### src/conv3_pkg.sv
// Shared types and constants for the 3x3 valid-window convolution block.
`timescale 1ns / 1ps
`default_nettype none

package conv3_pkg;

    // Configuration port geometry.
    localparam int CFG_IDX_W  = 3;
    localparam int CFG_DATA_W = 24;
    localparam int DIM_W      = 11;

    // Frame geometry limits.
    localparam int MIN_DIM    = 3;
    localparam int MAX_HEIGHT = 1024;
    localparam int ROW_W      = 10;

    // Result field and stream packing.
    localparam int SUM_W      = 20;
    localparam int OUT_TDATA_W = 24;

    // Register reset values.
    localparam logic [DIM_W-1:0]      DIM_RESET  = 11'd7;
    localparam logic [CFG_DATA_W-1:0] KROW_RESET = 24'h010101;

    // Register indexes on the configuration port.
    typedef enum logic [CFG_IDX_W-1:0] {
        REG_IMAGE_WIDTH   = 3'd0,
        REG_IMAGE_HEIGHT  = 3'd1,
        REG_KERNEL_TOP    = 3'd2,
        REG_KERNEL_MID    = 3'd3,
        REG_KERNEL_BOTTOM = 3'd4
    } cfg_reg_t;

    // Per-cycle enables that the top level hands to every window cell.
    typedef struct packed {
        logic shift;     // take the neighbor's column
        logic prod_en;   // register the three products
        logic sum_en;    // register the column sum
    } cell_ctl_t;

endpackage

`default_nettype wire

### src/conv3_cell.sv
// One window column cell: three pixels, their products and the column sum.
`timescale 1ns / 1ps
`default_nettype none

module conv3_cell import conv3_pkg::*; #(
    parameter int PIXEL_BITS = 8,
    parameter int COEF_BITS  = 8,
    localparam int COL_SUM_W = PIXEL_BITS + COEF_BITS + 3
) (
    input  wire logic                              aclk,
    input  wire cell_ctl_t                         ctl,
    input  wire logic [2:0][PIXEL_BITS-1:0]        col_in,    // row 0 (oldest) at index 0
    input  wire logic [2:0][COEF_BITS-1:0]         coef_col,  // kernel row k at index k
    output logic      [2:0][PIXEL_BITS-1:0]        col_out,
    output logic signed [COL_SUM_W-1:0]            col_sum
);

    localparam int PROD_W = PIXEL_BITS + COEF_BITS + 1;

    logic [2:0][PIXEL_BITS-1:0]  pix_reg;
    logic signed [PROD_W-1:0]    prod_reg  [3];
    logic signed [PROD_W-1:0]    prod_next [3];
    logic signed [COL_SUM_W-1:0] col_sum_reg;
    logic signed [COL_SUM_W-1:0] col_sum_next;

    // Unsigned pixel times signed coefficient, one product per row.
    always_comb begin
        for (int k = 0; k < 3; k++) begin
            prod_next[k] = PROD_W'($signed({1'b0, pix_reg[k]}) * $signed(coef_col[k]));
        end
        col_sum_next = COL_SUM_W'(prod_reg[0]) + COL_SUM_W'(prod_reg[1])
                     + COL_SUM_W'(prod_reg[2]);
    end

    // Column shift, product and sum registers.
    always_ff @(posedge aclk) begin
        if (ctl.shift) begin
            pix_reg <= col_in;
        end
        if (ctl.prod_en) begin
            for (int k = 0; k < 3; k++) begin
                prod_reg[k] <= prod_next[k];
            end
        end
        if (ctl.sum_en) begin
            col_sum_reg <= col_sum_next;
        end
    end

    assign col_out = pix_reg;
    assign col_sum = col_sum_reg;

endmodule

`default_nettype wire

### config.mk
export PLATFORM = sky130hd
export DESIGN_NAME = conv3_cell
export DESIGN_NICKNAME = d
export VERILOG_FILES = /design/src/conv3_pkg.sv /design/src/conv3_cell.sv
export SDC_FILE = /design/constraint.sdc
export NUM_CORES = 1
export LEC_CHECK = 0
export BUFFER_PORTS_ARGS = -buffer_cell sky130_fd_sc_hd__buf_2
export CAP_MARGIN = 20
export CORE_ASPECT_RATIO = 2
export CORE_MARGIN = 1
export CORE_UTILIZATION = 55
export DETAILED_ROUTE_END_ITERATION = 6
export PLACE_DENSITY = 0.75
export SLEW_MARGIN = 20
export SYNTH_ARGS = -nofsm -noshare
export SYNTH_HDL_FRONTEND = slang
export SYNTH_SLANG_ARGS = --single-unit
### constraint.sdc
create_clock -name aclk -period 4.76 [get_ports aclk]
set_input_delay 0.238 -clock aclk [delete_from_list [all_inputs] [get_ports aclk]]
set_output_delay 0.238 -clock aclk [all_outputs]
set_load 0.01 [all_outputs]
==> summary.txt, run 1 <==
Status
  • Status: finished, final reports clean

Floorplan
  • Initial Util: 0.563
  • Die Y: 199 microns
  • # IOs: 95
  • FP Rows: 71
  • Die area: 20000 sq um
  • Die X: 100 microns
  • Floorplan core area: 18900 sq um

Cells and area
  • Number of nets in the layout: 1448
  • Layout area overhead: 10.7%
  • Fraction of layout cells with a size suffix above 1: 0.118
  • Design area: 11800 sq um
  • Max reg flops: 51
  • Finished Layout Cells: 1382
  • Final Util: 0.623

STA
  • Unrepaired setup endpoints after global routing: false
  • Final setup vio count: 0
  • Hold Fails Final Rpt: 0
  • Setup TNS: 0 ns
  • Final slew viol count: 0
  • Hold_ws: 0.0431 ns
  • Slew margin rel.: 0.523
  • Minimum clock period: 4.50 ns
  • Final period util: 0.946
  • Fmax: 0.222 GHz
  • Final Worst Setup Slack: 0.256 ns
  • Worst slew pin tran: 0.715 ns
  • Setup Skew: 0.00990 ns

CTS
  • # H-tree levels: 3
  • Clock Sinks: 94
  • Root buffer cell: clkbuf_16
  • CTS tree: done
  • Clk_lat worst skew: 0.37 ns
  • Worst-path clk slew: 0.07 ns
  • Clk buf depth: 2
  • Hold buffers post-CTS: 0
  • Num CTS Buffers: 9

Yosys
  • Sequential area share after synthesis: 0.265
  • Mapped cell area: 10700 sq um
  • Synthesis-stage register bit count: 94
  • Library cells used by synthesis: 54
  • Fraction of registers with async set/reset: 0
  • Most common flop cell mapped by yosys: edfxtp_1
  • Top post-synthesis cells by area: edfxtp_1 26%, fa_1 24%, ha_1 17%
  • Synth warnings: 0
  • Syn avg cell area: 10.6 sq um
  • Leading area contributor after synthesis: edfxtp_1
  • EDFF count, synth: 94
  • Synth top area share: 0.265
  • Synthesized Nets: 1336
  • Post-Syn Instances: 1009

Critical path
  • Worst Path Max Fanout: 8
  • Crit end category: flip-flop
  • Critical path type: flip-flop to flip-flop
  • Data arrival, critical path: 4.68 ns
  • Worst R2R Start: col_out[17]
  • FF-to-FF path depth: 14
  • Worst Setup SP: col_out[17]
  • Worst Setup Start Kind: flip-flop
  • Reg2reg end: prod_reg[0][50]
  • Worst EP required: 4.94 ns
  • Reg-to-reg slack, setup: 0.26 ns

Power
  • Worst vdd ir: 369 uV
  • Comb pwr share: 0.679
  • Power Density: 631 nW/um^2
  • Sw Pwr: 3.36 mW
  • P_int: 4.09 mW
  • Sw frac: 0.451
  • Sequential share of power: 0.227
  • Pleak: 5.62 nW
  • Total power: 7.44 mW
  • Clock Power Share: 0.094

Global route
  • Congestion Overflow GR: 0
  • Initial antenna violation count: 1
  • Largest net degree at the start of global routing: 52
  • GRT Total Usage: 0.248
  • Vias in the first global route: 7870
  • First-pass GRT wire length: 36.8 mm

Job
  • MaxCap Viol Count: 0

Worst hold path
  • Worst hold path startpoint: col_in[18]
  • Class of the worst hold path: input pin to flip-flop
  • Hold Path End: col_out[18]
  • Worst Hold Depth: 1

Placed design
  • Placement Cell Area: 11500 sq um
  • Port Buffers: 94
  • Final GP Congestion: 0.920
  • Detailed-placement wirelength estimate: 19.5 mm
  • Setup WS pre-CTS: 0.142 ns
  • Placed Instances: 1361

Route
  • Vias: 7439
  • DRT Pass-1 Iters: 4
  • Initial drt markers: 177
  • Post-route ant nets: 0
  • # DRC: 0
  • Wirelength per Cell: 16.6 microns
  • Total routed wirelength: 22.9 mm
  • Drt via density: 5.38
layout make-up:
type	instances	area (sq um)
fill	1541	7130
sequential	94	2820
tap	255	319
antenna	1	2.50
clock buffer	9	225
timing repair buffer	102	531
multi-input combinational	725	7130
inverter	189	709
clock inverter	7	57.6
power by group through the flow:
stage,Clock (mW),Sequential (mW),Combinational [mW]
global placement,0,1.71,4.92
global route,0.744,1.72,5.69
floorplan,0,1.69,3.78
detailed placement,0,1.71,5.04
CTS,0.714,1.70,5.09
finish,0.698,1.69,5.06
synthesized netlist by cell type, types with 12 or more instances:
cell type,number
a21o_1,12
nand2_1,68
xnor2_1,30
edfxtp_1,94
o21ai_0,23
inv_1,189
nor3_1,13
a21oi_1,33
ha_1,146
fa_1,129
nor2_1,44
and2_1,123
metal layers:
metal  vias up  routed length, microns  track usage
li1       3537                       -            -
met1      3675                    7370        0.219
met2       148                   13100        0.484
met3        79                     599       0.0369
met4         0                    1840        0.188
met5         -                       0            0
how the worst max path moves through the flow:
stage / endpoint
final: prod_reg[0][50]
after global routing: prod_reg[0][50]
after CTS: prod_reg[0][50]
after detailed placement: prod_reg[0][50]
after global placement: prod_reg[0][50]
after floorplan: prod_reg[0][50]
worst max-delay path, cell delays in order, from the launching register on:
cell,delay [ns]
edfxtp_1,0.53
nor2_1,0.23
fa_1,0.46
fa_1,0.53
fa_1,0.55
inv_1,0.06
fa_1,0.53
inv_1,0.05
ha_1,0.33
o21a_1,0.16
o31a_1,0.20
o21ai_1,0.12
a31oi_2,0.24
nor2_1,0.07
a311oi_1,0.27
cells by family (layout without fill, tap and decap cells):
family | after synthesis | after routing | synth area share
xor gates and xnor gates | 41 | 41 | 0.0337
muxes | 1 | 1 | 0.000939
buffers and inverters | 190 | 307 | 0.0669
DFF | 94 | 94 | 0.265
AOI/OAI and AO/OA | 114 | 114 | 0.0714
and+or+nand+nor | 294 | 294 | 0.148
other | 0 | 1 | 0
adders and majority gates | 275 | 275 | 0.414
timing repair:
action | in CTS | in global routing
setup endpoints to repair | 0 | 2
setup buffers | 0 | 4
gates resized for setup | 0 | 1
cells in the final DEF (no fill, tap or decap), types with 4 or more instances in the layout:
cell type  synthesis  layout
a211oi_1           4       4
a21o_1            12      12
a21oi_1           33      33
and2_1           123     123
buf_2              0      94
buf_4              0       8
clkbuf_16          0       9
edfxtp_1          94      94
fa_1             129     129
ha_1             146     146
inv_1            189     189
nand2_1           68      68
nand2b_1          11      11
nand3_1            5       5
nand4_1            4       4
nor2_1            44      44
nor2b_1            6       6
nor3_1            13      13
o211ai_1           6       6
o21a_1             7       7
o21ai_0           23      23
xnor2_1           30      30
xor2_1            11      11
No activity file was read; power rests on OpenSTA's default activity.
==> run 2, diff against run 1 <==
- ABC_AREA: not set -> 1
- PLACE_DENSITY: 0.75 -> 0.83
==> summary.txt, run 2 <==
STA
  • Final period util: 0.893
  • Final Worst Setup Slack: 0.510 ns
  • Worst slew pin tran: 0.634 ns
  • Setup Skew: 0.00995 ns
  • Slew margin rel.: 0.577
  • Hold Fails Final Rpt: 0
  • Setup TNS: 0 ns
  • Minimum clock period: 4.25 ns
  • Fmax: 0.235 GHz
  • Final setup vio count: 0
  • Final slew viol count: 0
  • Unrepaired setup endpoints after global routing: false

Route
  • # DRC: 0
  • Drt via density: 5.13
  • Post-route ant nets: 0
  • DRT Pass-1 Iters: 5
  • Wirelength per Cell: 14.6 microns
  • Initial drt markers: 418
  • Vias: 8432
  • Total routed wirelength: 24.0 mm

Worst hold path
  • Class of the worst hold path: input pin to flip-flop

Floorplan
  • FP Rows: 73
  • Floorplan core area: 19900 sq um
  • Die area: 21000 sq um
  • # IOs: 95
  • Die Y: 204 microns
  • Die X: 103 microns
  • Initial Util: 0.563

Placed design
  • Port Buffers: 94
  • Placement Cell Area: 11900 sq um
  • Setup WS pre-CTS: 0.459 ns
  • Placed Instances: 1628
  • Detailed-placement wirelength estimate: 20.1 mm
  • Final GP Congestion: 0.914

Yosys
  • EDFF count, synth: 94
  • Mapped cell area: 11200 sq um
  • Sequential area share after synthesis: 0.252
  • Top post-synthesis cells by area: edfxtp_1 25%, fa_1 23%, ha_1 16%
  • Synthesized Nets: 1640
  • Syn avg cell area: 8.54 sq um
  • Commonest cells in the netlist: 347 x inv_1, 324 x nand2_1, 146 x ha_1, 129 x fa_1, 94 x edfxtp_1
  • Library cells used by synthesis: 29
  • Leading area contributor after synthesis: edfxtp_1
  • Most common flop cell mapped by yosys: edfxtp_1
  • Synth warnings: 0
  • Fraction of registers with async set/reset: 0
  • Synth top area share: 0.252
  • Count leader, synth: inv_1
  • Post-Syn Instances: 1313
  • Synthesis-stage register bit count: 94

Critical path
  • CP most frequent cell: fa_1
  • Worst EP required: 4.87 ns
  • Cell Chain, Critical Path: or2_2, fa_1, fa_1, inv_1, fa_1, inv_1, fa_1, inv_1, ha_1, a21oi_1, o21ai_0, nand2_1, o211ai_1, nand2_1, nand2_1
  • Crit end category: flip-flop
  • Worst Path Max Fanout: 5
  • Delay-heaviest family, CP: adder cells
  • Worst Setup Start Kind: flip-flop
  • Buffers & Inverters on Critical Path: 3
  • CP peak stage delay: 0.56 ns
  • Data arrival, critical path: 4.36 ns
  • Critical path's slowest cell: fa_1
  • Reg-to-reg slack, setup: 0.51 ns
  • Critical path type: flip-flop to flip-flop

Power
  • Pleak: 7.05 nW
  • Power Density: 626 nW/um^2
  • Worst vdd ir: 485 uV

Cells and area
  • Most common cell after layout, fill and taps aside: inv_1
  • Area of the multi-input gates: 6900 sq um
  • Finished Layout Cells: 1644
  • Design area: 12200 sq um
  • Max reg flops: 51
  • Fillers: 1755
  • Fraction of layout cells with a size suffix above 1: 0.102
  • Layout area overhead: 8.77%
  • Register area: 2820 sq um
  • Antenna cell count: 0
  • Number of nets in the layout: 1704
  • Most frequent cells in the layout: 347 x inv_1, 324 x nand2_1, 146 x ha_1

CTS
  • # H-tree levels: 3
  • Clk buf depth: 2
  • CTS tree: done
  • Root buffer cell: clkbuf_16
  • Clock Sinks: 94
  • Worst-path clk slew: 0.07 ns
  • Clk_lat worst skew: 0.37 ns
  • Num CTS Buffers: 9
  • CTS resizes: 0
  • Hold buffers post-CTS: 0
  • Postcts setup bufs: 0

Global route
  • Congestion Overflow GR: 0
  • First-pass GRT wire length: 40.1 mm
  • Largest net degree at the start of global routing: 52
  • GRT Total Usage: 0.252
  • Initial antenna violation count: 0
  • Vias in the first global route: 9015

Job
  • MaxCap Viol Count: 0

Status
  • Status: finished, final reports clean
==> run 2: changes by cell type in the layout (fill, tap and decap cells not counted), sizes merged, moves of 7 or more <==
cell    before  now
or2          1   10
and2       123    2
nand2b      11    0
nor2b        7    0
xor2        11   23
nor2        44   52
o21ai       26   18
a21o        12    3
nand2       68  333
xnor2       30    9
nand3        5   33
inv        192  349
==> run 2: worst register-to-register path, stage by stage, from the launching register on <==
cell and delay, ns:
edfxtp_1 0.38, or2_2 0.32, fa_1 0.52, fa_1 0.56
inv_1 0.06, fa_1 0.52, inv_1 0.05, fa_1 0.53
inv_1 0.04, ha_1 0.35, a21oi_1 0.26, o21ai_0 0.11
nand2_1 0.09, o211ai_1 0.09, nand2_1 0.08, nand2_1 0.06
==> run 2: cell families after synthesis <==
logic type                 share of synthesized area
DFF                                            0.252
xor gates and xnor gates                      0.0250
adders and majority gates                      0.393
AOI/OAI and AO/OA                             0.0359
buffers and inverters                          0.132
and+or+nand+nor                                0.162
==> run 2: area by class of cell <==
class	count	area share
inverters	350	0.108
well taps	262	0.0269
clock inverters	7	0.00790
multi-input cells	824	0.566
flip-flops and latches	94	0.232
repair buffers	98	0.0413
clock buffers	9	0.0185
==> run 2: final timing paths <==
kind,from,to,cells past startpoint
hold reg to reg,prod_reg[0][35],col_sum[1],2
hold / removal,col_in[13],col_out[13],1
setup / recovery,col_out[16],prod_reg[0][48],15
setup reg to reg,col_out[16],prod_reg[0][48],15
==> run 2: per-layer routing <==
metal / global-route usage / routed length, microns / part of all wire / up-vias
met5: 0 / 0 / 0 / -
met4: 0.178 / 1700 / 0.071 / 0
met3: 0.0376 / 678 / 0.028 / 97
met2: 0.478 / 13700 / 0.57 / 206
met1: 0.236 / 7890 / 0.33 / 4056
li1: - / - / - / 4073
==> run 2: through the flow <==
| stage | utilization | hold WS (ns) | power [mW] |
|---|---|---|---|
| final | 0.612 | 0.0382 | 7.63 |
| after detailed placement | 0.596 | 0.416 | 6.83 |
| after floorplan | - | 0.337 | 5.55 |
| after global placement | 0.596 | 0.414 | 6.66 |
| after CTS | 0.612 | 0.0215 | 7.68 |
| after global routing | 0.612 | 0.0286 | 8.47 |
==> run 2: where the power goes <==
part	internal, mW	switching [mW]	total [mW]
Sequential	1.48	0.169	1.65
Clock	0.463	0.337	0.801
Combinational	1.97	3.21	5.18
